==> src/rtl/lr_pkg.sv <==
// Shared types and codes for the line rasterizer.
// No dependencies; lr_cfg_if, lr_front, lr_queue, lr_back and line_rasterizer import it.
package lr_pkg;

  typedef enum logic {
    OP_START = 1'b0,
    OP_STEP  = 1'b1
  } op_t;

  typedef enum logic [1:0] {
    ST_PIXEL  = 2'd0,
    ST_IDLE   = 2'd1,
    ST_REJECT = 2'd2
  } status_t;

  localparam int unsigned REG_INDEX_BITS = 2;

  typedef enum logic [REG_INDEX_BITS-1:0] {
    REG_SCREEN_WIDTH  = 2'd0,
    REG_SCREEN_HEIGHT = 2'd1
  } reg_index_t;

  // Classified command as it travels through the queue.
  typedef struct packed {
    op_t  op;
    logic reject;   // start with an endpoint off screen
    logic xneg;     // x decreases
    logic yneg;     // y decreases
    logic ymaj;     // y is the major axis
  } cmd_ctrl_t;

endpackage

==> src/rtl/lr_in_if.sv <==
// Command channel of the line rasterizer: valid/ready plus command fields.
// Depends on nothing.
interface lr_in_if #(
  parameter int unsigned COORD_BITS = 12
);
  logic                  valid;
  logic                  ready;
  logic                  operation;
  logic [COORD_BITS-1:0] start_x;
  logic [COORD_BITS-1:0] start_y;
  logic [COORD_BITS-1:0] end_x;
  logic [COORD_BITS-1:0] end_y;

  modport source (output valid, operation, start_x, start_y, end_x, end_y, input ready);
  modport sink   (input valid, operation, start_x, start_y, end_x, end_y, output ready);
endinterface

==> src/rtl/lr_out_if.sv <==
// Pixel result channel of the line rasterizer: valid/ready plus result fields.
// Depends on nothing.
interface lr_out_if #(
  parameter int unsigned COORD_BITS = 12
);
  logic                  valid;
  logic                  ready;
  logic [COORD_BITS-1:0] pixel_x;
  logic [COORD_BITS-1:0] pixel_y;
  logic                  last_pixel;
  logic [1:0]            status;

  modport source (output valid, pixel_x, pixel_y, last_pixel, status, input ready);
  modport sink   (input valid, pixel_x, pixel_y, last_pixel, status, output ready);
endinterface

==> src/rtl/lr_cfg_if.sv <==
// Register write channel of the line rasterizer: valid/ready, index, data.
// Depends on lr_pkg for the index width.
interface lr_cfg_if #(
  parameter int unsigned COORD_BITS = 12
);
  import lr_pkg::*;
  logic                      valid;
  logic                      ready;
  logic [REG_INDEX_BITS-1:0] index;
  logic [COORD_BITS:0]       data;

  modport source (output valid, index, data, input ready);
  modport sink   (input valid, index, data, output ready);
endinterface

==> src/rtl/lr_front.sv <==
// Front end: screen registers, range check and octant classification.
// Depends on lr_pkg, lr_in_if, lr_cfg_if; feeds lr_queue.
module lr_front import lr_pkg::*; #(
  parameter int unsigned COORD_BITS   = 12,
  parameter int unsigned RESET_WIDTH  = 800,
  parameter int unsigned RESET_HEIGHT = 600
) (
  input  logic                    clk,
  input  logic                    rst,
  lr_in_if.sink                   cmd,
  lr_cfg_if.sink                  cfg,
  input  logic                    full,
  output logic                    push,
  output cmd_ctrl_t               ctrl,
  output logic [5*COORD_BITS-1:0] data
);

  localparam int unsigned CB = COORD_BITS;

  logic [CB:0]   screen_width;
  logic [CB:0]   screen_height;
  logic [CB-1:0] dx;
  logic [CB-1:0] dy;
  logic          xneg;
  logic          yneg;
  logic          ymaj;
  logic          off_screen;

  assign cfg.ready = 1'b1;

  always_ff @(posedge clk) begin
    if (rst) begin
      screen_width  <= (CB+1)'(RESET_WIDTH);
      screen_height <= (CB+1)'(RESET_HEIGHT);
    end else if (cfg.valid) begin
      case (reg_index_t'(cfg.index))
        REG_SCREEN_WIDTH:  screen_width  <= cfg.data;
        REG_SCREEN_HEIGHT: screen_height <= cfg.data;
        default: ;
      endcase
    end
  end

  assign cmd.ready = !full;
  assign push      = cmd.valid && !full;

  always_comb begin
    off_screen = ({1'b0, cmd.start_x} >= screen_width) || ({1'b0, cmd.end_x} >= screen_width) ||
                 ({1'b0, cmd.start_y} >= screen_height) || ({1'b0, cmd.end_y} >= screen_height);
    xneg = cmd.end_x < cmd.start_x;
    yneg = cmd.end_y < cmd.start_y;
    dx   = xneg ? cmd.start_x - cmd.end_x : cmd.end_x - cmd.start_x;
    dy   = yneg ? cmd.start_y - cmd.end_y : cmd.end_y - cmd.start_y;
    ymaj = dx < dy;

    ctrl.op     = op_t'(cmd.operation);
    ctrl.reject = off_screen;
    ctrl.xneg   = xneg;
    ctrl.yneg   = yneg;
    ctrl.ymaj   = ymaj;
    // {target, minor, major, start_y, start_x}
    data = {ymaj ? cmd.end_y : cmd.end_x,
            ymaj ? dx : dy,
            ymaj ? dy : dx,
            cmd.start_y,
            cmd.start_x};
  end

endmodule

==> src/rtl/lr_queue.sv <==
// Two-entry command queue between front and back ends.
// Depends on lr_pkg for the control struct.
module lr_queue import lr_pkg::*; #(
  parameter int unsigned DATA_BITS = 60
) (
  input  logic                 clk,
  input  logic                 rst,
  input  logic                 push,
  input  cmd_ctrl_t            push_ctrl,
  input  logic [DATA_BITS-1:0] push_data,
  input  logic                 pop,
  output logic                 full,
  output logic                 not_empty,
  output cmd_ctrl_t            head_ctrl,
  output logic [DATA_BITS-1:0] head_data
);

  cmd_ctrl_t            ctrl_mem [2];
  logic [DATA_BITS-1:0] data_mem [2];
  logic                 wr_ptr;
  logic                 rd_ptr;
  logic [1:0]           count;

  assign full      = count == 2'd2;
  assign not_empty = count != 2'd0;
  assign head_ctrl = ctrl_mem[rd_ptr];
  assign head_data = data_mem[rd_ptr];

  always_ff @(posedge clk) begin
    if (push) begin
      ctrl_mem[wr_ptr] <= push_ctrl;
      data_mem[wr_ptr] <= push_data;
    end
  end

  always_ff @(posedge clk) begin
    if (rst) begin
      wr_ptr <= 1'b0;
      rd_ptr <= 1'b0;
      count  <= 2'd0;
    end else begin
      if (push) wr_ptr <= !wr_ptr;
      if (pop)  rd_ptr <= !rd_ptr;
      case ({push, pop})
        2'b10:   count <= count + 2'd1;
        2'b01:   count <= count - 2'd1;
        default: count <= count;
      endcase
    end
  end

endmodule

==> src/rtl/lr_back.sv <==
// Back end: Bresenham line state, one result beat per fired command, output register.
// Depends on lr_pkg and lr_out_if; reads commands from lr_queue.
module lr_back import lr_pkg::*; #(
  parameter int unsigned COORD_BITS = 12
) (
  input  logic                    clk,
  input  logic                    rst,
  input  logic                    cmd_valid,
  input  cmd_ctrl_t               ctrl,
  input  logic [5*COORD_BITS-1:0] data,
  output logic                    pop,
  lr_out_if.source                pix
);

  localparam int unsigned CB = COORD_BITS;

  logic [CB-1:0] current_x;
  logic [CB-1:0] current_y;
  logic [CB-1:0] target_major;
  logic [CB-1:0] major_delta;
  logic [CB-1:0] minor_delta;
  logic [CB:0]   error_term;
  logic          xneg;
  logic          yneg;
  logic          ymaj;
  logic          line_active;

  logic [CB-1:0] in_sx;
  logic [CB-1:0] in_sy;
  logic [CB-1:0] in_major;
  logic [CB-1:0] in_minor;
  logic [CB-1:0] in_target;

  logic [CB:0]   err_sum;
  logic          minor_moves;
  logic [CB:0]   error_next;
  logic [CB-1:0] x_step;
  logic [CB-1:0] y_step;
  logic [CB-1:0] x_next;
  logic [CB-1:0] y_next;
  logic          at_end;

  assign {in_target, in_minor, in_major, in_sy, in_sx} = data;

  // fire when a command waits and the output register is free or draining
  assign pop = cmd_valid && (!pix.valid || pix.ready);

  always_comb begin
    err_sum     = error_term + {1'b0, minor_delta};
    minor_moves = err_sum >= {1'b0, major_delta};
    error_next  = minor_moves ? err_sum - {1'b0, major_delta} : err_sum;
    x_step      = xneg ? current_x - 1'b1 : current_x + 1'b1;
    y_step      = yneg ? current_y - 1'b1 : current_y + 1'b1;
    if (ymaj) begin
      y_next = y_step;
      x_next = minor_moves ? x_step : current_x;
      at_end = y_step == target_major;
    end else begin
      x_next = x_step;
      y_next = minor_moves ? y_step : current_y;
      at_end = x_step == target_major;
    end
  end

  always_ff @(posedge clk) begin
    if (rst) begin
      current_x    <= '0;
      current_y    <= '0;
      target_major <= '0;
      major_delta  <= '0;
      minor_delta  <= '0;
      error_term   <= '0;
      xneg         <= 1'b0;
      yneg         <= 1'b0;
      ymaj         <= 1'b0;
      line_active  <= 1'b0;
      pix.valid    <= 1'b0;
    end else begin
      // a new beat loads, otherwise an untaken beat holds
      pix.valid <= pop || (pix.valid && !pix.ready);
      if (pop) begin
        case (ctrl.op)
          OP_START: begin
            if (ctrl.reject) begin
              line_active    <= 1'b0;
              pix.pixel_x    <= '0;
              pix.pixel_y    <= '0;
              pix.last_pixel <= 1'b0;
              pix.status     <= ST_REJECT;
            end else begin
              current_x      <= in_sx;
              current_y      <= in_sy;
              target_major   <= in_target;
              major_delta    <= in_major;
              minor_delta    <= in_minor;
              error_term     <= {2'b00, in_major[CB-1:1]};
              xneg           <= ctrl.xneg;
              yneg           <= ctrl.yneg;
              ymaj           <= ctrl.ymaj;
              line_active    <= in_major != '0;
              pix.pixel_x    <= in_sx;
              pix.pixel_y    <= in_sy;
              pix.last_pixel <= in_major == '0;
              pix.status     <= ST_PIXEL;
            end
          end
          OP_STEP: begin
            if (!line_active) begin
              pix.pixel_x    <= '0;
              pix.pixel_y    <= '0;
              pix.last_pixel <= 1'b0;
              pix.status     <= ST_IDLE;
            end else begin
              error_term     <= error_next;
              current_x      <= x_next;
              current_y      <= y_next;
              line_active    <= !at_end;
              pix.pixel_x    <= x_next;
              pix.pixel_y    <= y_next;
              pix.last_pixel <= at_end;
              pix.status     <= ST_PIXEL;
            end
          end
          default: ;
        endcase
      end
    end
  end

endmodule

==> src/rtl/line_rasterizer.sv <==
// Top level of the Bresenham line rasterizer: front end, command queue, back end.
// Depends on lr_pkg, the three channel interfaces, lr_front, lr_queue, lr_back.
//
// A start beat (operation 0) carries both endpoints; if any coordinate is at or
// beyond the screen size it is rejected (status 2) and any line in progress is
// dropped, otherwise the start pixel comes back (last_pixel set for a one-point
// line). Each step beat (operation 1) returns the next pixel along the line, with
// last_pixel on the end point; a step with no line in progress returns status 1.
// Every command beat gives exactly one result beat, in order. Throughput is one
// beat per clock while the result channel takes every beat: the front end checks
// range and picks the octant in the accept cycle and writes the classified
// command into a two-entry queue; the back end does one error-term add, compare
// and coordinate increment per clock and loads the result register, so a result
// passes through the queue and then the result register before it is presented.
// The queue and the result register decouple the two sides, so a stall on the
// result channel does not stop the command channel until the queue fills.
// Screen size registers (index 0 width, index 1 height) may be written only while
// no command is in flight; cfg.ready is always high. Reset size is 800 x 600.
module line_rasterizer import lr_pkg::*; #(
  parameter int unsigned COORD_BITS   = 12,
  parameter int unsigned RESET_WIDTH  = 800,
  parameter int unsigned RESET_HEIGHT = 600
) (
  input  logic     clk,
  input  logic     rst,
  lr_in_if.sink    cmd,
  lr_cfg_if.sink   cfg,
  lr_out_if.source pix
);

  localparam int unsigned DATA_BITS = 5 * COORD_BITS;

  logic                 q_push;
  logic                 q_pop;
  logic                 q_full;
  logic                 q_valid;
  cmd_ctrl_t            push_ctrl;
  cmd_ctrl_t            head_ctrl;
  logic [DATA_BITS-1:0] push_data;
  logic [DATA_BITS-1:0] head_data;

  lr_front #(
    .COORD_BITS  (COORD_BITS),
    .RESET_WIDTH (RESET_WIDTH),
    .RESET_HEIGHT(RESET_HEIGHT)
  ) u_front (
    .clk (clk),
    .rst (rst),
    .cmd (cmd),
    .cfg (cfg),
    .full(q_full),
    .push(q_push),
    .ctrl(push_ctrl),
    .data(push_data)
  );

  lr_queue #(
    .DATA_BITS(DATA_BITS)
  ) u_queue (
    .clk      (clk),
    .rst      (rst),
    .push     (q_push),
    .push_ctrl(push_ctrl),
    .push_data(push_data),
    .pop      (q_pop),
    .full     (q_full),
    .not_empty(q_valid),
    .head_ctrl(head_ctrl),
    .head_data(head_data)
  );

  lr_back #(
    .COORD_BITS(COORD_BITS)
  ) u_back (
    .clk      (clk),
    .rst      (rst),
    .cmd_valid(q_valid),
    .ctrl     (head_ctrl),
    .data     (head_data),
    .pop      (q_pop),
    .pix      (pix)
  );

  // non-pixel results carry a zero payload
  assert property (@(posedge clk) disable iff (rst)
    pix.valid && (pix.status != ST_PIXEL) |-> (pix.pixel_x == '0) && (pix.pixel_y == '0) &&
    !pix.last_pixel)
    else $error("non-pixel result with nonzero payload");

  // a new result only ever comes from a queued command
  assert property (@(posedge clk) disable iff (rst)
    !pix.valid |=> !pix.valid || $past(q_valid))
    else $error("result produced with empty queue");

  // a full queue always presents a command to the back end
  assert property (@(posedge clk) disable iff (rst)
    q_full |-> q_valid)
    else $error("queue full but empty");

endmodule
==> src/flat_wrapper.sv <==
// flat-port wrapper written by rule: the top's interface ports become plain ports
module line_rasterizer_flat import lr_pkg::*;
#(
  parameter int unsigned COORD_BITS   = 12,
  parameter int unsigned RESET_WIDTH  = 800,
  parameter int unsigned RESET_HEIGHT = 600
)
  (clk, rst, cmd_valid, cmd_operation, cmd_start_x, cmd_start_y, cmd_end_x, cmd_end_y, cmd_ready, cfg_valid, cfg_index, cfg_data, cfg_ready, pix_valid, pix_pixel_x, pix_pixel_y, pix_last_pixel, pix_status, pix_ready);
  lr_in_if #(.COORD_BITS(COORD_BITS)) cmd_i ();
  lr_cfg_if #(.COORD_BITS(COORD_BITS)) cfg_i ();
  lr_out_if #(.COORD_BITS(COORD_BITS)) pix_i ();
  input  logic clk;
  input  logic rst;
  input wire logic [$bits(cmd_i.valid)-1:0] cmd_valid;
  input wire logic [$bits(cmd_i.operation)-1:0] cmd_operation;
  input wire logic [$bits(cmd_i.start_x)-1:0] cmd_start_x;
  input wire logic [$bits(cmd_i.start_y)-1:0] cmd_start_y;
  input wire logic [$bits(cmd_i.end_x)-1:0] cmd_end_x;
  input wire logic [$bits(cmd_i.end_y)-1:0] cmd_end_y;
  output wire logic [$bits(cmd_i.ready)-1:0] cmd_ready;
  input wire logic [$bits(cfg_i.valid)-1:0] cfg_valid;
  input wire logic [$bits(cfg_i.index)-1:0] cfg_index;
  input wire logic [$bits(cfg_i.data)-1:0] cfg_data;
  output wire logic [$bits(cfg_i.ready)-1:0] cfg_ready;
  output wire logic [$bits(pix_i.valid)-1:0] pix_valid;
  output wire logic [$bits(pix_i.pixel_x)-1:0] pix_pixel_x;
  output wire logic [$bits(pix_i.pixel_y)-1:0] pix_pixel_y;
  output wire logic [$bits(pix_i.last_pixel)-1:0] pix_last_pixel;
  output wire logic [$bits(pix_i.status)-1:0] pix_status;
  input wire logic [$bits(pix_i.ready)-1:0] pix_ready;
  assign cmd_i.valid = cmd_valid;
  assign cmd_i.operation = cmd_operation;
  assign cmd_i.start_x = cmd_start_x;
  assign cmd_i.start_y = cmd_start_y;
  assign cmd_i.end_x = cmd_end_x;
  assign cmd_i.end_y = cmd_end_y;
  assign cmd_ready = cmd_i.ready;
  assign cfg_i.valid = cfg_valid;
  assign cfg_i.index = cfg_index;
  assign cfg_i.data = cfg_data;
  assign cfg_ready = cfg_i.ready;
  assign pix_valid = pix_i.valid;
  assign pix_pixel_x = pix_i.pixel_x;
  assign pix_pixel_y = pix_i.pixel_y;
  assign pix_last_pixel = pix_i.last_pixel;
  assign pix_status = pix_i.status;
  assign pix_i.ready = pix_ready;
  line_rasterizer #(.COORD_BITS(COORD_BITS), .RESET_WIDTH(RESET_WIDTH), .RESET_HEIGHT(RESET_HEIGHT)) u_core (.clk(clk), .rst(rst), .cmd(cmd_i), .cfg(cfg_i), .pix(pix_i));
endmodule
==> config.mk <==
export PLATFORM = sky130hd
export DESIGN_NAME = line_rasterizer_flat
export DESIGN_NICKNAME = d
export VERILOG_FILES = /design/src/rtl/lr_pkg.sv /design/src/rtl/lr_in_if.sv /design/src/rtl/lr_out_if.sv /design/src/rtl/lr_cfg_if.sv /design/src/rtl/lr_front.sv /design/src/rtl/lr_queue.sv /design/src/rtl/lr_back.sv /design/src/rtl/line_rasterizer.sv /design/src/flat_wrapper.sv
export SDC_FILE = /design/constraint.sdc
export NUM_CORES = 1
export LEC_CHECK = 0
export BUFFER_PORTS_ARGS = -buffer_cell sky130_fd_sc_hd__buf_4
export CORE_MARGIN = 3
export CORE_UTILIZATION = 50
export CTS_CLUSTER_SIZE = 40
export DETAILED_ROUTE_END_ITERATION = 16
export PLACE_DENSITY = 0.68
export SLEW_MARGIN = 20
export SYNTH_ARGS = -nofsm -noshare
export SYNTH_HDL_FRONTEND = slang
export SYNTH_SLANG_ARGS = --single-unit
==> constraint.sdc <==
create_clock -name clk -period 10.05 [get_ports clk]
set_clock_uncertainty 0.2 [all_clocks]
set_input_delay 0.5025 -clock clk [delete_from_list [all_inputs] [get_ports clk]]
set_output_delay 0.5025 -clock clk [all_outputs]
set_load 0.03 [all_outputs]
* Word-level counts from Yosys, hierarchy flattened
Memories as Yosys holds them, arrays and structs flattened. A register that Yosys moved wholly into a read port is not among the register bits.
Index checks and enable logic that the tools add are counted.
** Word-level totals
- Register bits after elaboration :: 135
- Memory bits (writable) :: 130
- Input bits :: 69
- Output and inout port bits :: 30
- Word-level logic and storage cells :: 121
- Memories kept :: 2
** Memories
- u_core.u_queue.data_mem :: words 2, width 60, rd ports 1, clocked after Yosys merged registers in 1, wr ports 1, RTL line lr_queue.sv:19 : logic [DATA_BITS-1:0] data_mem [2];
- u_core.u_queue.ctrl_mem :: words 2, width 5, rd ports 1, clocked after Yosys merged registers in 1, wr ports 1, RTL line lr_queue.sv:18 : cmd_ctrl_t ctrl_mem [2];
** Cells by class
- $add $sub $neg :: 12
- Order comparisons :: 8
- Equal/unequal tests :: 8
- Mux-type cells :: 44
- Bitwise logic cells :: 3
- Reductions and logical operators :: 24
** Operator list (number)
- $mux 12 :: 19
- $pmux 12 s2 :: 4
- $ge 12x13->1 :: 4
- $sub 12x12->12 :: 4
- $mux 13 :: 3
- $lt 12x12->1 :: 3
- $pmux 13 s2 :: 1
- $add 12x1->12 const B :: 2
- $eq 12x12->1 :: 2
- $sub 12x1->12 const B :: 2
- $add 13x12->13 :: 1
- $ge 13x12->1 :: 1
- $sub 13x12->13 :: 1
- $logic_not 12->1 :: 1
- $mux 1 :: 12
- $reduce_bool 12->1 :: 1
- $pmux 2 s2 :: 2
- $logic_not 1->1 :: 6
- $reduce_and 2->1 :: 3
- $reduce_and 3->1 :: 2
- $logic_or 1x1->1 :: 5
- $eq 2x1->1 const B :: 2
- $eq 2x2->1 const B :: 2
- $pmux 1 s2 :: 2
- other kinds (9) :: 14

* Longest topological paths before layout
Gate-level depths: netlist (run 1).
- Depth after elaboration :: 7
- Depth in mapped cells :: 22
- Mapped depth without buffers :: 21

* Hierarchy
From an unflattened synthesis (run 1), not the netlist that was laid out.
** Second synthesis, totals
- Cells, all modules :: 1735
- Area total of the unflattened synthesis :: 16991.3 µm²
** Modules (own cells, without submodules)
- lr_back :: times used 1, cells each 837, area an instance 7069.3 µm², seq. area each 2372.3 µm²
- lr_front :: times used 1, cells each 674, area an instance 5031.1 µm², seq. area each 520.5 µm²
- lr_queue :: times used 1, cells each 224, area an instance 4890.9 µm², seq. area each 4003.8 µm²

* Worst setup path after synthesis (run 1)
Ideal clock, no wire load.
- Path kind :: input to register
- Start point :: input port cmd_end_y[0]
- End point :: memory u_core.u_queue.data_mem[0][24] (data pin)
- Setup time :: 0.284 ns
- Arrival :: 4.641 ns
- Data required time :: 9.566 ns
- Slack :: 4.925 ns
- Cell stages on the path :: 19
- Buffers on the path :: 2
- Cell sequence :: inv_1 > ha_1 > inv_1 > fa_1 > a211oi_1 > nor2_1 > o41ai_1 > a31o_2 > buf_2 > mux2i_1 > nor3_1 > xnor2_1 > inv_1 > ha_1 > or4_1 > o311ai_0 > o2bb2ai_1 > clkbuf_1 > mux2i_1
** Between the ends
- Longest elaborated chain between the ends :: 4
- Elaborated cells between the ends (all ways) :: 6
- Those cells by class :: add/sub (2); order compare (2); mux (2)
** Ends and longest elaborated chain
- from (decl) :: RTL line flat_wrapper.sv:19 : input wire logic [$bits(cmd_i.end_y)-1:0] cmd_end_y;
- $sub 12x12->12 or $lt 12x12->1 (tied branches) :: RTL line lr_front.sv:53, lr_front.sv:51
- $mux 12 (*) :: RTL line lr_front.sv:53 : dy = yneg ? cmd.start_y - cmd.end_y : cmd.end_y - cmd.start_y;
- $lt 12x12->1 :: RTL line lr_front.sv:54 : ymaj = dx < dy;
- $mux 12 (*) :: RTL line lr_front.sv:64 : ymaj ? dy : dx,
- via u_core.push_data[24] :: RTL line line_rasterizer.sv:39 : logic [DATA_BITS-1:0] push_data;
- to (decl) :: RTL line lr_queue.sv:19
The timed path passes the listed nets; every way through them passes the cells marked *.

* Worst setup path after layout (run 1)
- Start point :: input port cmd_start_y[0]
- End point :: memory u_core.u_queue.data_mem[0][59] (data pin)
** Between the ends
- Longest elaborated chain between the ends :: 4
- Elaborated cells between the ends (all ways) :: 6
- Those cells by class :: add/sub (2); order compare (2); mux (2)
** Ends and longest elaborated chain
- from (decl) :: RTL line flat_wrapper.sv:17 : input wire logic [$bits(cmd_i.start_y)-1:0] cmd_start_y;
- $sub 12x12->12 or $lt 12x12->1 (tied branches) :: RTL line lr_front.sv:53, lr_front.sv:51
- $mux 12 (*) :: RTL line lr_front.sv:53
- $lt 12x12->1 (*) :: RTL line lr_front.sv:54
- $mux 12 (*) :: RTL line lr_front.sv:62 : data = {ymaj ? cmd.end_y : cmd.end_x,
- via u_core.push_data[59] :: RTL line line_rasterizer.sv:39
Marks and branches as above.

==> results of run 1 <==
==> per-layer routing <==
metal  vias to the layer above  share of wire (%)
li1                       6312                  -
met1                      6262                 47
met2                       465                 45
met3                        76                6.7
met4                         0                1.9
met5                         -                  0
==> worst max-delay path by stage <==
| stage | from | end |
|---|---|---|
| after floorplan | cmd_end_y[0] | u_core.u_queue.data_mem[0][24]$_DFFE_PP_ |
| after global placement | cmd_end_y[0] | u_core.u_queue.data_mem[0][59]$_DFFE_PP_ |
| after detailed placement | cmd_end_y[0] | u_core.u_queue.data_mem[1][34]$_DFFE_PP_ |
| after CTS | cmd_start_y[0] | u_core.u_queue.data_mem[0][34]$_DFFE_PP_ |
| after global routing | cmd_start_y[0] | u_core.u_queue.data_mem[0][34]$_DFFE_PP_ |
| final | cmd_start_y[0] | u_core.u_queue.data_mem[0][59]$_DFFE_PP_ |
==> synthesized netlist by cell type (4+ instances only) <==
cell type | n | share of area [%]
edfxtp_1 | 157 | 29
ha_1 | 150 | 11
nor2_1 | 139 | 3.2
mux2i_1 | 119 | 7.2
inv_1 | 117 | 2.7
dfxtp_1 | 109 | 13
a21oi_1 | 98 | 3.0
o21ai_0 | 98 | 3.0
nand2_1 | 93 | 2.1
a211oi_1 | 62 | 2.8
clkbuf_1 | 53 | 1.2
xnor2_1 | 46 | 2.4
xor2_1 | 31 | 1.6
nor3_1 | 29 | 0.88
a21o_1 | 26 | 1.2
nand2b_1 | 19 | 0.72
o21a_1 | 19 | 0.86
o32ai_1 | 19 | 1.0
nand3_1 | 18 | 0.55
nor2b_1 | 17 | 0.64
nand4_1 | 16 | 0.61
o211ai_1 | 16 | 0.73
a31oi_1 | 15 | 0.57
buf_2 | 12 | 0.36
o221a_1 | 12 | 0.82
mux2_2 | 11 | 0.75
nor4_1 | 9 | 0.34
o22ai_1 | 9 | 0.34
or3_1 | 9 | 0.34
a32o_1 | 8 | 0.48
and3_1 | 8 | 0.30
fa_1 | 8 | 0.97
buf_1 | 7 | 0.16
o21bai_1 | 6 | 0.27
o221a_2 | 6 | 0.41
a211o_1 | 5 | 0.27
a22oi_1 | 5 | 0.23
o31ai_1 | 5 | 0.23
a221oi_1 | 4 | 0.21
a31o_2 | 4 | 0.21
and2_1 | 4 | 0.15
or2_2 | 4 | 0.15
==> sequential cells by signal, indices dropped and copies added (netlist names), named ones only <==
name,flops
u_core.u_back.current_x,12
u_core.u_back.current_y,12
u_core.u_back.error_term,13
u_core.u_back.line_active,1
u_core.u_back.major_delta,12
u_core.u_back.minor_delta,12
u_core.u_back.pix.last_pixel,1
u_core.u_back.pix.pixel_x,12
u_core.u_back.pix.pixel_y,12
u_core.u_back.pix.status,2
u_core.u_back.pix.valid,1
u_core.u_back.target_major,12
u_core.u_back.xneg,1
u_core.u_back.ymaj,1
u_core.u_back.yneg,1
u_core.u_front.screen_height,13
u_core.u_front.screen_width,13
u_core.u_queue.count,2
u_core.u_queue.ctrl_mem,10
u_core.u_queue.data_mem,120
u_core.u_queue.rd_ptr,1
u_core.u_queue.wr_ptr,1
==> power breakdown <==
group	total (mW)	switching, mW	internal [mW]
Combinational	2.12	1.31	0.818
Clock	1.16	0.462	0.694
Sequential	1.56	0.120	1.44
Total	4.84	1.89	2.96
==> logic make-up after synthesis <==
group | count (synthesis)
other | 1
muxes | 130
buffers and inverters | 196
AOI/OAI and AO/OA | 441
adders and majority gates | 158
and+or+nand+nor | 382
DFF | 266
xor gates and xnor gates | 78
==> layout make-up <==
class	instances	area (sq um)
repair buffers	141	1140
well taps	435	544
clock buffers	36	793
inverters	120	450
fillers	2791	13100
multi-input cells	1190	8910
clock inverters	20	255
flip-flops and latches	266	6900
==> critical path, stage by stage <==
cell,delay (ns)
dlygate4sd3_1,0.52
buf_4,0.12
ha_1,0.14
inv_1,0.06
fa_1,0.41
a211oi_1,0.25
nor2_1,0.10
o41ai_1,0.49
a31o_2,0.59
mux2i_1,0.15
nor3_1,0.41
xnor2_1,0.17
inv_1,0.08
ha_1,0.20
or4_1,0.45
o311ai_0,0.52
o2bb2ai_4,0.16
buf_4,0.52
mux2_2,0.42
==> metrics by stage <==
step	total power [mW]	worst slack, ns
3_3_place_gp	3.62	3.94
4_1_cts	4.84	3.94
6_report	4.84	3.87
3_5_place_dp	3.67	3.81
2_1_floorplan	3.13	4.93
5_1_grt	5.12	3.45
==> results.md, run 1 <==
* Gr usage total at 24.5%
* Number of global-route vias before repair at 12436
* Most frequent cells in the layout: edfxtp_1 (157), ha_1 (150), nor2_1 (136)
* H-tree depth at 1
* Synthesized flop and latch total at 266
* Detailed Route Iter0 Violations at 1174
* Headroom to the max-slew limit at 23.7%
* Post_cts resized at 0
* Final TNS setup at 0 ns
* Routing usage on met3 at 3.10%
* Core area at 32000 sq um
* Hold path startpoint: cfg_data[1]
* Syn_nets at 1879
* Synth async-reset ratio at 0%
* Final WL at 44400 um
* Post-route insts no fill at 2208
* Hold path cells at 3
* Power density over the cells at 255 nW/um^2
* Layout cell share with drive strength beyond 1 at 11.6%
* Via density at 5.94
* DRT antenna net count at 0
* GR Util met1 at 36.2%
* Ys Warns at 0
* Commonest non-fill, non-tap cell in the layout: edfxtp_1
* Leakage at 7.69 nW
* Sequential-to-total area share from yosys stat at 41.8%
* Adder-cell share of the synthesized area at 12.3%
* Final core area utilization at 59.3%
* Clock sinks at 266
* Hold_ws at 0.0259 ns
* Hold Path End: u_core.u_front.screen_width[1]$_SDFFE_PP0P_
* Max-slew violations at 0
* CTS clk-pin slew, worst paths at 0.06 ns
* CTS buffer count at 30
* Port Buffers at 97
* Critical Path Sink Type: flop
* Largest net degree at the start of global routing at 66
* Syn Std Cell Area at 16500 sq um
* Antenna Cells at 0
* CTS max path bufs at 3
* Cell variety after synth at 77
* # setup viols final at 0
* Dpl hpwl at 32500 um
* Mux share of post-synthesis cell area at 7.96%
* Crit path max fanout at 54
* First-pass DRT Iterations at 5
* Final hold violations at 0
* GR Util met2 at 38.7%
* CTS tree: yes
* Worst vdd ir at 0.210 mV
* Root buffer cell: clkbuf_16
* Synth Instances at 1652
* Gr ovfl total at 0
* Num rows at 65
* Global-route wire length before repair at 69300 um
* Worst Setup Start Kind: input pin
* GRT busiest layer: met2
* Finished Cell Area at 19000 sq um
* Cell count of the worst reg-to-reg path at 17
* Status: completed
* Placed inst area at 17600 sq um
* Reg2reg end: u_core.u_back.pix.pixel_x[5]$_DFFE_PP_
* Post-synth EDFFs at 157
* CP required at 10.15 ns
* Main combinational cell family by area after synthesis: compound AO/OA/AOI/OAI gates
* Placed Instances at 2121
* Vias at 13115
* Drt drc at 0
* Max Freq at 162 MHz
* Starting density of the core at 51.6%
* Ys flop type: edfxtp_1
* Die area at 35300 sq um
* Initial antenna violation count at 0
* CP Class: input pin to flop
* Skew-Pair Late Insertion Delay at 0.56 ns
* Chip Width at 188 um
* FF-to-FF setup slack at 4.98 ns
* R2r startpoint: u_core.u_back.minor_delta[0]$_SDFFE_PP0P_
* Final #Nets at 1976
* RSZ-0062 raised after global routing: no
* Final Cycle Share at 61.5%
* Final Critical Period at 6.18 ns
* Synth Area per Inst at 10.0 sq um
* DIE HEIGHT at 188 um
* WL/cell at 20.1 um
* Gpl congestion at 0.930
* Post-CTS Hold Fix Bufs at 31
* Tightest Hold Check Type: input pin to flop
* Max Cap Viol at 0
* Top-level port count at 99
* Total setup buffers inserted after CTS at 0
* Crit path DAT at 6.28 ns
* Area fraction in compound gates after synthesis at 18.1%
* Worst-margin pin slew at 1.14 ns
* Post-Synth Simple-Gate Area at 11.0%
* Synth Area in XOR/XNOR at 4.18%
* Area Growth Syn to Fin at 15.0%
Power figures use the tool's default switching activity.
==> run 2, diff against run 1 <==
--- a/config.mk
+++ b/config.mk
@@ -10,7 +10,7 @@
 export CORE_UTILIZATION = 50
 export CTS_CLUSTER_SIZE = 40
 export DETAILED_ROUTE_END_ITERATION = 16
-export PLACE_DENSITY = 0.68
+export PLACE_DENSITY = 0.7
 export SLEW_MARGIN = 20
 export SYNTH_ARGS = -nofsm -noshare
 export SYNTH_HDL_FRONTEND = slang
==> constraint.sdc (replaced) <==
create_clock -name clk -period 5.2 [get_ports clk]
set_clock_uncertainty 0.2 [all_clocks]
set_input_delay 0.26 -clock clk [delete_from_list [all_inputs] [get_ports clk]]
set_output_delay 0.26 -clock clk [all_outputs]
set_load 0.03 [all_outputs]
==> run 2 against run 1 <==
Effect of this change:
- global-route usage rose by 1.1 points
- worst hold slack improved by 0.0062 ns
- via count rose by 1.9%
- sequential cell count did not move
- total power rose by 97%
- setup slack got worse by 3.7 ns
- cell area rose by 3.2%
- clock-buffer cell count rose by 6
- critical path depth rose by 3
- cell count rose by 2.5%
- sequential power rose by 93%
- non-clock buffer count rose by 59
- critical endpoint is now u_core.u_queue.data_mem[1][59]$_DFFE_PP_
- largest power group unchanged
- highest routed layer is now met5
==> results.md, run 2 (synthesis gave the netlist of run 1 again) <==
* P_int at 5.88 mW (was 2.96 mW)
* Worst vdd ir at 0.354 mV (was 0.210 mV)
* Final WL at 46400 um (was 44400 um)
* Antenna Cells at 0 (unchanged)
* Area Growth Syn to Fin at 18.7% (was 15.0%)
* Final TNS setup at 0 ns (unchanged)
* Commonest non-fill, non-tap cell in the layout: edfxtp_1 (unchanged)
* Dpl hpwl at 33800 um (was 32500 um)
* Largest net degree at the start of global routing at 85 (was 66)
* Power density over the cells at 486 nW/um^2 (was 255 nW/um^2)
* WL/cell at 20.5 um (was 20.1 um)
* Most frequent cells in the layout: edfxtp_1 (157), ha_1 (150), nor2_1 (136) (unchanged)
* Metal3 WL at 3330 um (was 2990 um)
* CP Class: input pin to flop (unchanged)
* First-pass DRT Iterations at 6 (was 5)
* Highest signal layer in the routed design: met5 (was met4)
* Via density at 5.91 (was 5.94)
* Final hold violations at 0 (unchanged)
* Worst-margin pin slew at 0.964 ns (was 1.14 ns)
* Layout cell share with drive strength beyond 1 at 13.2% (was 11.6%)
* Comb power frac at 45.3% (was 43.9%)
* Skew-Pair Late Insertion Delay at 0.55 ns (was 0.56 ns)
* Met1 Wirelength at 20700 um (about the same)
* Tightest Hold Check Type: input pin to flop (unchanged)
* Number of global-route vias before repair at 12965 (was 12436)
* Sw Ratio at 38.3% (was 39.0%)
* Clock sinks at 266 (unchanged)
* # setup viols final at 0 (unchanged)
* Final core area utilization at 61.2% (was 59.3%)
* Placed Instances at 2145 (was 2121)
* Leakage at 7.97 nW (was 7.69 nW)
* Max-slew violations at 0 (unchanged)
* Top reg by flops: u_core.u_queue.data_mem (unchanged)
* Chip Width at 188 um (unchanged)
* CP peak stage delay at 0.54 ns (was 0.59 ns)
* WP buf/inv at 6 (was 5)
* Num rows at 65 (unchanged)
* CTS buffer count at 29 (was 30)
* Final Cycle Share at 97.3%
* Final Critical Period at 5.06 ns
* Crit path max fanout at 13 (was 54)
* Sw Pwr at 3.65 mW (was 1.89 mW)
* Reg power frac at 31.6% (was 32.3%)
* CTS clk-pin slew, worst paths at 0.06 ns (about the same)
* Crit path DAT at 5.14 ns (was 6.28 ns)
* Gpl congestion at 0.964 (was 0.930)
* Post-route insts no fill at 2264 (was 2208)
* Global-route wire length before repair at 71800 um (was 69300 um)
* Critical Path Sink Type: flop (unchanged)
* Die area at 35300 sq um (unchanged)
* Slowest-stage cell, CP: dlygate4sd3_1 (was a31o_2)
* Max Freq at 198 MHz
* Gr ovfl total at 0 (unchanged)
* Max reg flops at 120 (unchanged)
* DRT antenna net count at 0 (unchanged)
* Headroom to the max-slew limit at 35.7% (was 23.7%)
* Final #Nets at 2034 (was 1976)
* Vias at 13369 (was 13115)
* Top-level port count at 99 (unchanged)
* Max Cap Viol at 0 (unchanged)
* H-tree depth at 1 (unchanged)
* Starting density of the core at 51.6% (unchanged)
* CP required at 5.28 ns (was 10.15 ns)
* Detailed Route Iter0 Violations at 1149 (was 1174)
* Initial antenna violation count at 1 (was 0)
* Worst Setup Start Kind: input pin (unchanged)
* Status: completed (unchanged)
* Gr usage total at 25.5% (was 24.5%)
* CP top delay family: compound AO/OA/AOI/OAI gates (unchanged)
* CTS max path bufs at 3 (unchanged)
* DIE HEIGHT at 188 um (unchanged)
* Clk pwr share at 23.1% (was 23.9%)
* Core area at 32000 sq um (unchanged)
* Pwr Total at 9.53 mW (was 4.84 mW)
* Port Buffers at 97 (unchanged)
* Fillcell total at 2658 (was 2791)
* CTS tree: yes (unchanged)
* Root buffer cell: clkbuf_16 (unchanged)
* CP Cell Sequence: dlygate4sd3_1, buf_4, inv_1, ha_1, inv_1, fa_1, a211oi_1, nor2_1, o41ai_2, a31o_2, buf_6, mux2i_1, xor2_1, ha_1, o21a_1, o21a_1, o21ai_0, nand2b_1, o311ai_2, buf_4, o2bb2ai_4, mux2_2 (was dlygate4sd3_1, buf_4, ha_1, inv_1, fa_1, a211oi_1, nor2_1, o41ai_1, a31o_2, mux2i_1, nor3_1, xnor2_1, inv_1, ha_1, or4_1, o311ai_0, o2bb2ai_4, buf_4, mux2_2)
* DR WL met2 at 20800 um (was 19800 um)
* Drt drc at 0 (unchanged)
run 2: changes by cell type in the layout (fill, tap and decap cells not counted), moves of 3 or more:
| cell | previous run | this run |
|---|---|---|
| dlygate4sd3_1 | 31 | 61 |
| buf_4 | 110 | 134 |
| clkinvlp_4 | 4 | 0 |
| buf_12 | 0 | 3 |
| clkbuf_16 | 30 | 33 |
| mux2i_1 | 118 | 115 |
| mux2i_2 | 0 | 3 |
run 2: worst reg2reg max path, cell delays in order (launching register included):
cell     delay [ns]
dfxtp_1        0.36
ha_1           0.21
inv_1          0.08
fa_1           0.46
nor2b_1        0.16
o31a_1         0.24
o21a_1         0.14
nor2_1         0.05
xnor2_1        0.16
ha_1           0.24
nor2_1         0.14
or4b_4         0.49
a41o_4         0.30
a41oi_4        0.38
nand3_2        0.38
buf_4          0.29
nor3_1         0.17
a31oi_1        0.08
a32o_1         0.27
run 2: timing repair:
item                                   in CTS  in global routing
hold buffers                               61                  0
gates resized for setup                     0                 22
setup buffers                               0                  5
endpoints found under the hold margin     102                  0
setup endpoints to repair                   0                 74
run 2: power groups by stage:
stage | registers, mW | logic, mW | clock network [mW]
after floorplan | 3.05 | 2.99 | 0
after global placement | 3.04 | 4.03 | 0
after detailed placement | 3.05 | 4.11 | 0
after CTS | 3.01 | 4.17 | 2.24
after global routing | 3.05 | 4.70 | 2.31
final | 3.01 | 4.32 | 2.21
run 2: area by class of cell:
cell class              count  area (sq um)  area share, %
well taps                 435           544           2.78
inverters                 120           450           2.30
flip-flops and latches    266          6900           35.2
clock buffers              42           900           4.59
clock inverters            11           136          0.696
repair buffers            200          1700           8.67
multi-input cells        1190          8980           45.8
run 2: path summary, 6_finish.rpt:
kind / from / slack (ns) / endpoint / depth (start not counted)
hold / removal: cmd_end_x[4] / 0.03 / u_core.u_queue.data_mem[0][52]$_DFFE_PP_ / 3
setup reg to reg: u_core.u_back.minor_delta[0]$_SDFFE_PP0P_ / 0.30 / u_core.u_back.error_term[9]$_SDFFE_PP0P_ / 18
setup / recovery: cmd_end_y[0] / 0.14 / u_core.u_queue.data_mem[1][59]$_DFFE_PP_ / 22
hold reg to reg: u_core.u_front.screen_width[6]$_SDFFE_PP0P_ / 0.25 / u_core.u_front.screen_width[6]$_SDFFE_PP0P_ / 2
run 2: layer usage:
layer	up-vias	track usage (%)
met5	-	0
met4	2	8.74
met3	95	4.02
met2	476	40.3
met1	6377	35.9
li1	6419	-
run 2: stage by stage:
| step | hold slack (ns) | cell area (sq um) | setup slack, ns |
|---|---|---|---|
| 2_1_floorplan | 0.159 | 16500 | 0.318 |
| 3_3_place_gp | 0.244 | 17800 | 0.133 |
| 3_5_place_dp | 0.247 | 17800 | 0.0163 |
| 4_1_cts | 0.00733 | 19500 | 0.0554 |
| 5_1_grt | 0.0367 | 19600 | -0.124 |
| 6_report | 0.0322 | 19600 | 0.143 |
==> run 3, diff against run 2 <==
--- a/config.mk
+++ b/config.mk
@@ -7,10 +7,9 @@
 export LEC_CHECK = 0
 export BUFFER_PORTS_ARGS = -buffer_cell sky130_fd_sc_hd__buf_4
 export CORE_MARGIN = 3
-export CORE_UTILIZATION = 50
+export CORE_UTILIZATION = 45
 export CTS_CLUSTER_SIZE = 40
 export DETAILED_ROUTE_END_ITERATION = 16
-export PLACE_DENSITY = 0.7
 export SLEW_MARGIN = 20
 export SYNTH_ARGS = -nofsm -noshare
 export SYNTH_HDL_FRONTEND = slang
==> run 3 against run 2 <==
Effect of this change:
- first-iteration DRC count decreased by 26%
- clock-buffer cell count increased by 3
- worst hold slack improved by 0.0061 ns
- sequential share of layout area about the same
- largest power group unchanged
==> results.md, run 3 (synthesis gave the netlist of run 1 again) <==
* Clock sinks at 266 (unchanged)
* Max reg flops at 120 (unchanged)
* Num rows at 69 (was 65)
* Layout cell share with drive strength beyond 1 at 12.7% (was 13.2%)
* Worst-margin pin slew at 1.03 ns (was 0.964 ns)
* Cell count of the worst reg-to-reg path at 16 (was 18)
* Chip Width at 198 um (was 188 um)
* Gr ovfl total at 0 (unchanged)
* Final WL at 46500 um (was 46400 um)
* Port Buffers at 97 (unchanged)
* Most frequent cells in the layout: edfxtp_1 (157), ha_1 (150), buf_4 (140) (was edfxtp_1 (157), ha_1 (150), nor2_1 (136))
* Via density at 5.71 (was 5.91)
* Max-slew violations at 0 (unchanged)
* Skew-Pair Late Insertion Delay at 0.58 ns (was 0.55 ns)
* Slowest-stage cell, CP: dlygate4sd3_1 (unchanged)
* Gr usage total at 23.5% (was 25.5%)
* Largest net degree at the start of global routing at 76 (was 85)
* Top reg by flops: u_core.u_queue.data_mem (unchanged)
* WL/cell at 20.2 um (was 20.5 um)
* CTS clk-pin slew, worst paths at 0.06 ns (about the same)
* CTS tree: yes (unchanged)
* DIE HEIGHT at 198 um (was 188 um)
* Crit path max fanout at 22 (was 13)
* Top-level port count at 99 (unchanged)
* CP top delay family: compound AO/OA/AOI/OAI gates (unchanged)
* Worst Setup Start Kind: input pin (unchanged)
* Final Cycle Share at 94.0% (was 97.3%)
* Critical Path Sink Type: flop (unchanged)
* Starting density of the core at 46.0% (was 51.6%)
* Final #Nets at 2045 (was 2034)
* CP peak stage delay at 0.54 ns (about the same)
* First-pass DRT Iterations at 5 (was 6)
* Drt drc at 0 (unchanged)
* CTS max path bufs at 3 (unchanged)
* WP depth at 22 (unchanged)
* CP required at 5.39 ns (was 5.28 ns)
* Hold_ws at 0.0382 ns (was 0.0322 ns)
* CTS buffer count at 30 (was 29)
* Final Critical Period at 4.89 ns (was 5.06 ns)
* Final TNS setup at 0 ns (unchanged)
* CP Class: input pin to flop (unchanged)
* Dpl hpwl at 34400 um (was 33800 um)
* # setup viols final at 0 (unchanged)
* RSZ-0062 raised after global routing: no
* Die area at 39000 sq um (was 35300 sq um)
* Leakage at 7.98 nW (was 7.97 nW)
* Initial antenna violation count at 2 (was 1)
* Hold path cells at 3 (unchanged)
* WP buf/inv at 6 (unchanged)
* CP Cell Sequence: dlygate4sd3_1, buf_4, inv_1, ha_1, inv_1, fa_1, a211oi_1, nor2_1, o41ai_2, a31o_2, buf_12, mux2i_1, xor2_1, ha_1, o21a_1, o21a_1, o21ai_0, nand2b_1, o311ai_2, o2bb2ai_4, buf_12, mux2i_1 (was dlygate4sd3_1, buf_4, inv_1, ha_1, inv_1, fa_1, a211oi_1, nor2_1, o41ai_2, a31o_2, buf_6, mux2i_1, xor2_1, ha_1, o21a_1, o21a_1, o21ai_0, nand2b_1, o311ai_2, buf_4, o2bb2ai_4, mux2_2)
* Total setup buffers inserted after CTS at 0 (unchanged)
* Core area at 35900 sq um (was 32000 sq um)
* Final hold violations at 0 (unchanged)
* Root buffer cell: clkbuf_16 (unchanged)
* DRT antenna net count at 0 (unchanged)
* Power density over the cells at 481 nW/um^2 (was 486 nW/um^2)
* Gpl congestion at 0.938 (was 0.964)
* Worst vdd ir at 0.280 mV (was 0.354 mV)
* Vias at 13160 (was 13369)
* Max Freq at 205 MHz (was 198 MHz)
* Detailed Route Iter0 Violations at 852 (was 1149)
* H-tree depth at 1 (unchanged)
* Number of global-route vias before repair at 12746 (was 12965)
* Status: completed (unchanged)
* Max Cap Viol at 0 (unchanged)
* Area Growth Syn to Fin at 18.9% (was 18.7%)
* Headroom to the max-slew limit at 30.6% (was 35.7%)
* Tightest Hold Check Type: input pin to flop (unchanged)
* Crit path DAT at 5.08 ns (was 5.14 ns)
* Commonest non-fill, non-tap cell in the layout: edfxtp_1 (unchanged)
* Global-route wire length before repair at 71800 um (about the same)
==> run 3: changes by cell type in the layout (fill, tap and decap cells not counted), sizes merged <==
cell | before | now
diode | 0 | 3
clkbuf | 42 | 45
buf | 139 | 143
dlygate4sd3 | 61 | 67
==> run 3: repair_timing <==
item / in CTS / in global routing
endpoints found under the hold margin: 108 / 0
hold buffers: 67 / 0
gates resized for setup: 0 / 6
setup endpoints to repair: 0 / 72
==> run 3: final cells by class <==
type / instances / area [sq um]
Fill cell: 3205 / 16300
Multi-Input combinational cell: 1190 / 8930
Sequential cell: 266 / 6900
Timing Repair Buffer: 210 / 1780
Clock buffer: 45 / 848
Tap cell: 461 / 577
Inverter: 120 / 450
Clock inverter: 11 / 135
Antenna cell: 3 / 7.51
==> run 3: final timing paths <==
kind	start	to	slack (ns)
worst max-delay path	cmd_end_y[0]	u_core.u_queue.data_mem[0][26]$_DFFE_PP_	0.31
worst max register to register	u_core.u_back.minor_delta[0]$_SDFFE_PP0P_	u_core.u_back.pix.pixel_y[2]$_DFFE_PP_	0.32
worst min register to register	u_core.u_front.screen_height[2]$_SDFFE_PP0P_	u_core.u_front.screen_height[2]$_SDFFE_PP0P_	0.26
worst min-delay path	cmd_end_x[6]	u_core.u_queue.data_mem[0][54]$_DFFE_PP_	0.04
==> run 3: metal layers <==
| layer | wire length [um] | global-route usage [%] |
|---|---|---|
| met3 | 2630 | 3.56 |
| met5 | 17 | 0 |
| met1 | 21500 | 33.1 |
| met4 | 1650 | 7.73 |
| met2 | 20700 | 37.5 |
==> run 3: stage by stage <==
stage	instance area [sq um]	power, mW	util (%)	worst slack (ns)	cells
floorplan	16500	6.04	-	0.318	1652
global placement	17900	7.22	50.0	0.0350	2180
detailed placement	17900	7.28	50.0	-0.0901	2180
CTS	19600	9.48	54.6	0.0518	2303
global route	19600	10.0	54.6	0.00806	2303
finish	19600	9.45	54.7	0.312	2306
==> run 3: worst min-delay path: stages <==
cell and delay (ns):
buf_4 0.13, inv_1 0.09, o21ai_0 0.13
==> run 3: where the power goes <==
group / switching, mW / internal [mW]
combinational: 2.61 / 1.75
clock: 0.862 / 1.27
sequential: 0.175 / 2.79
total: 3.64 / 5.81
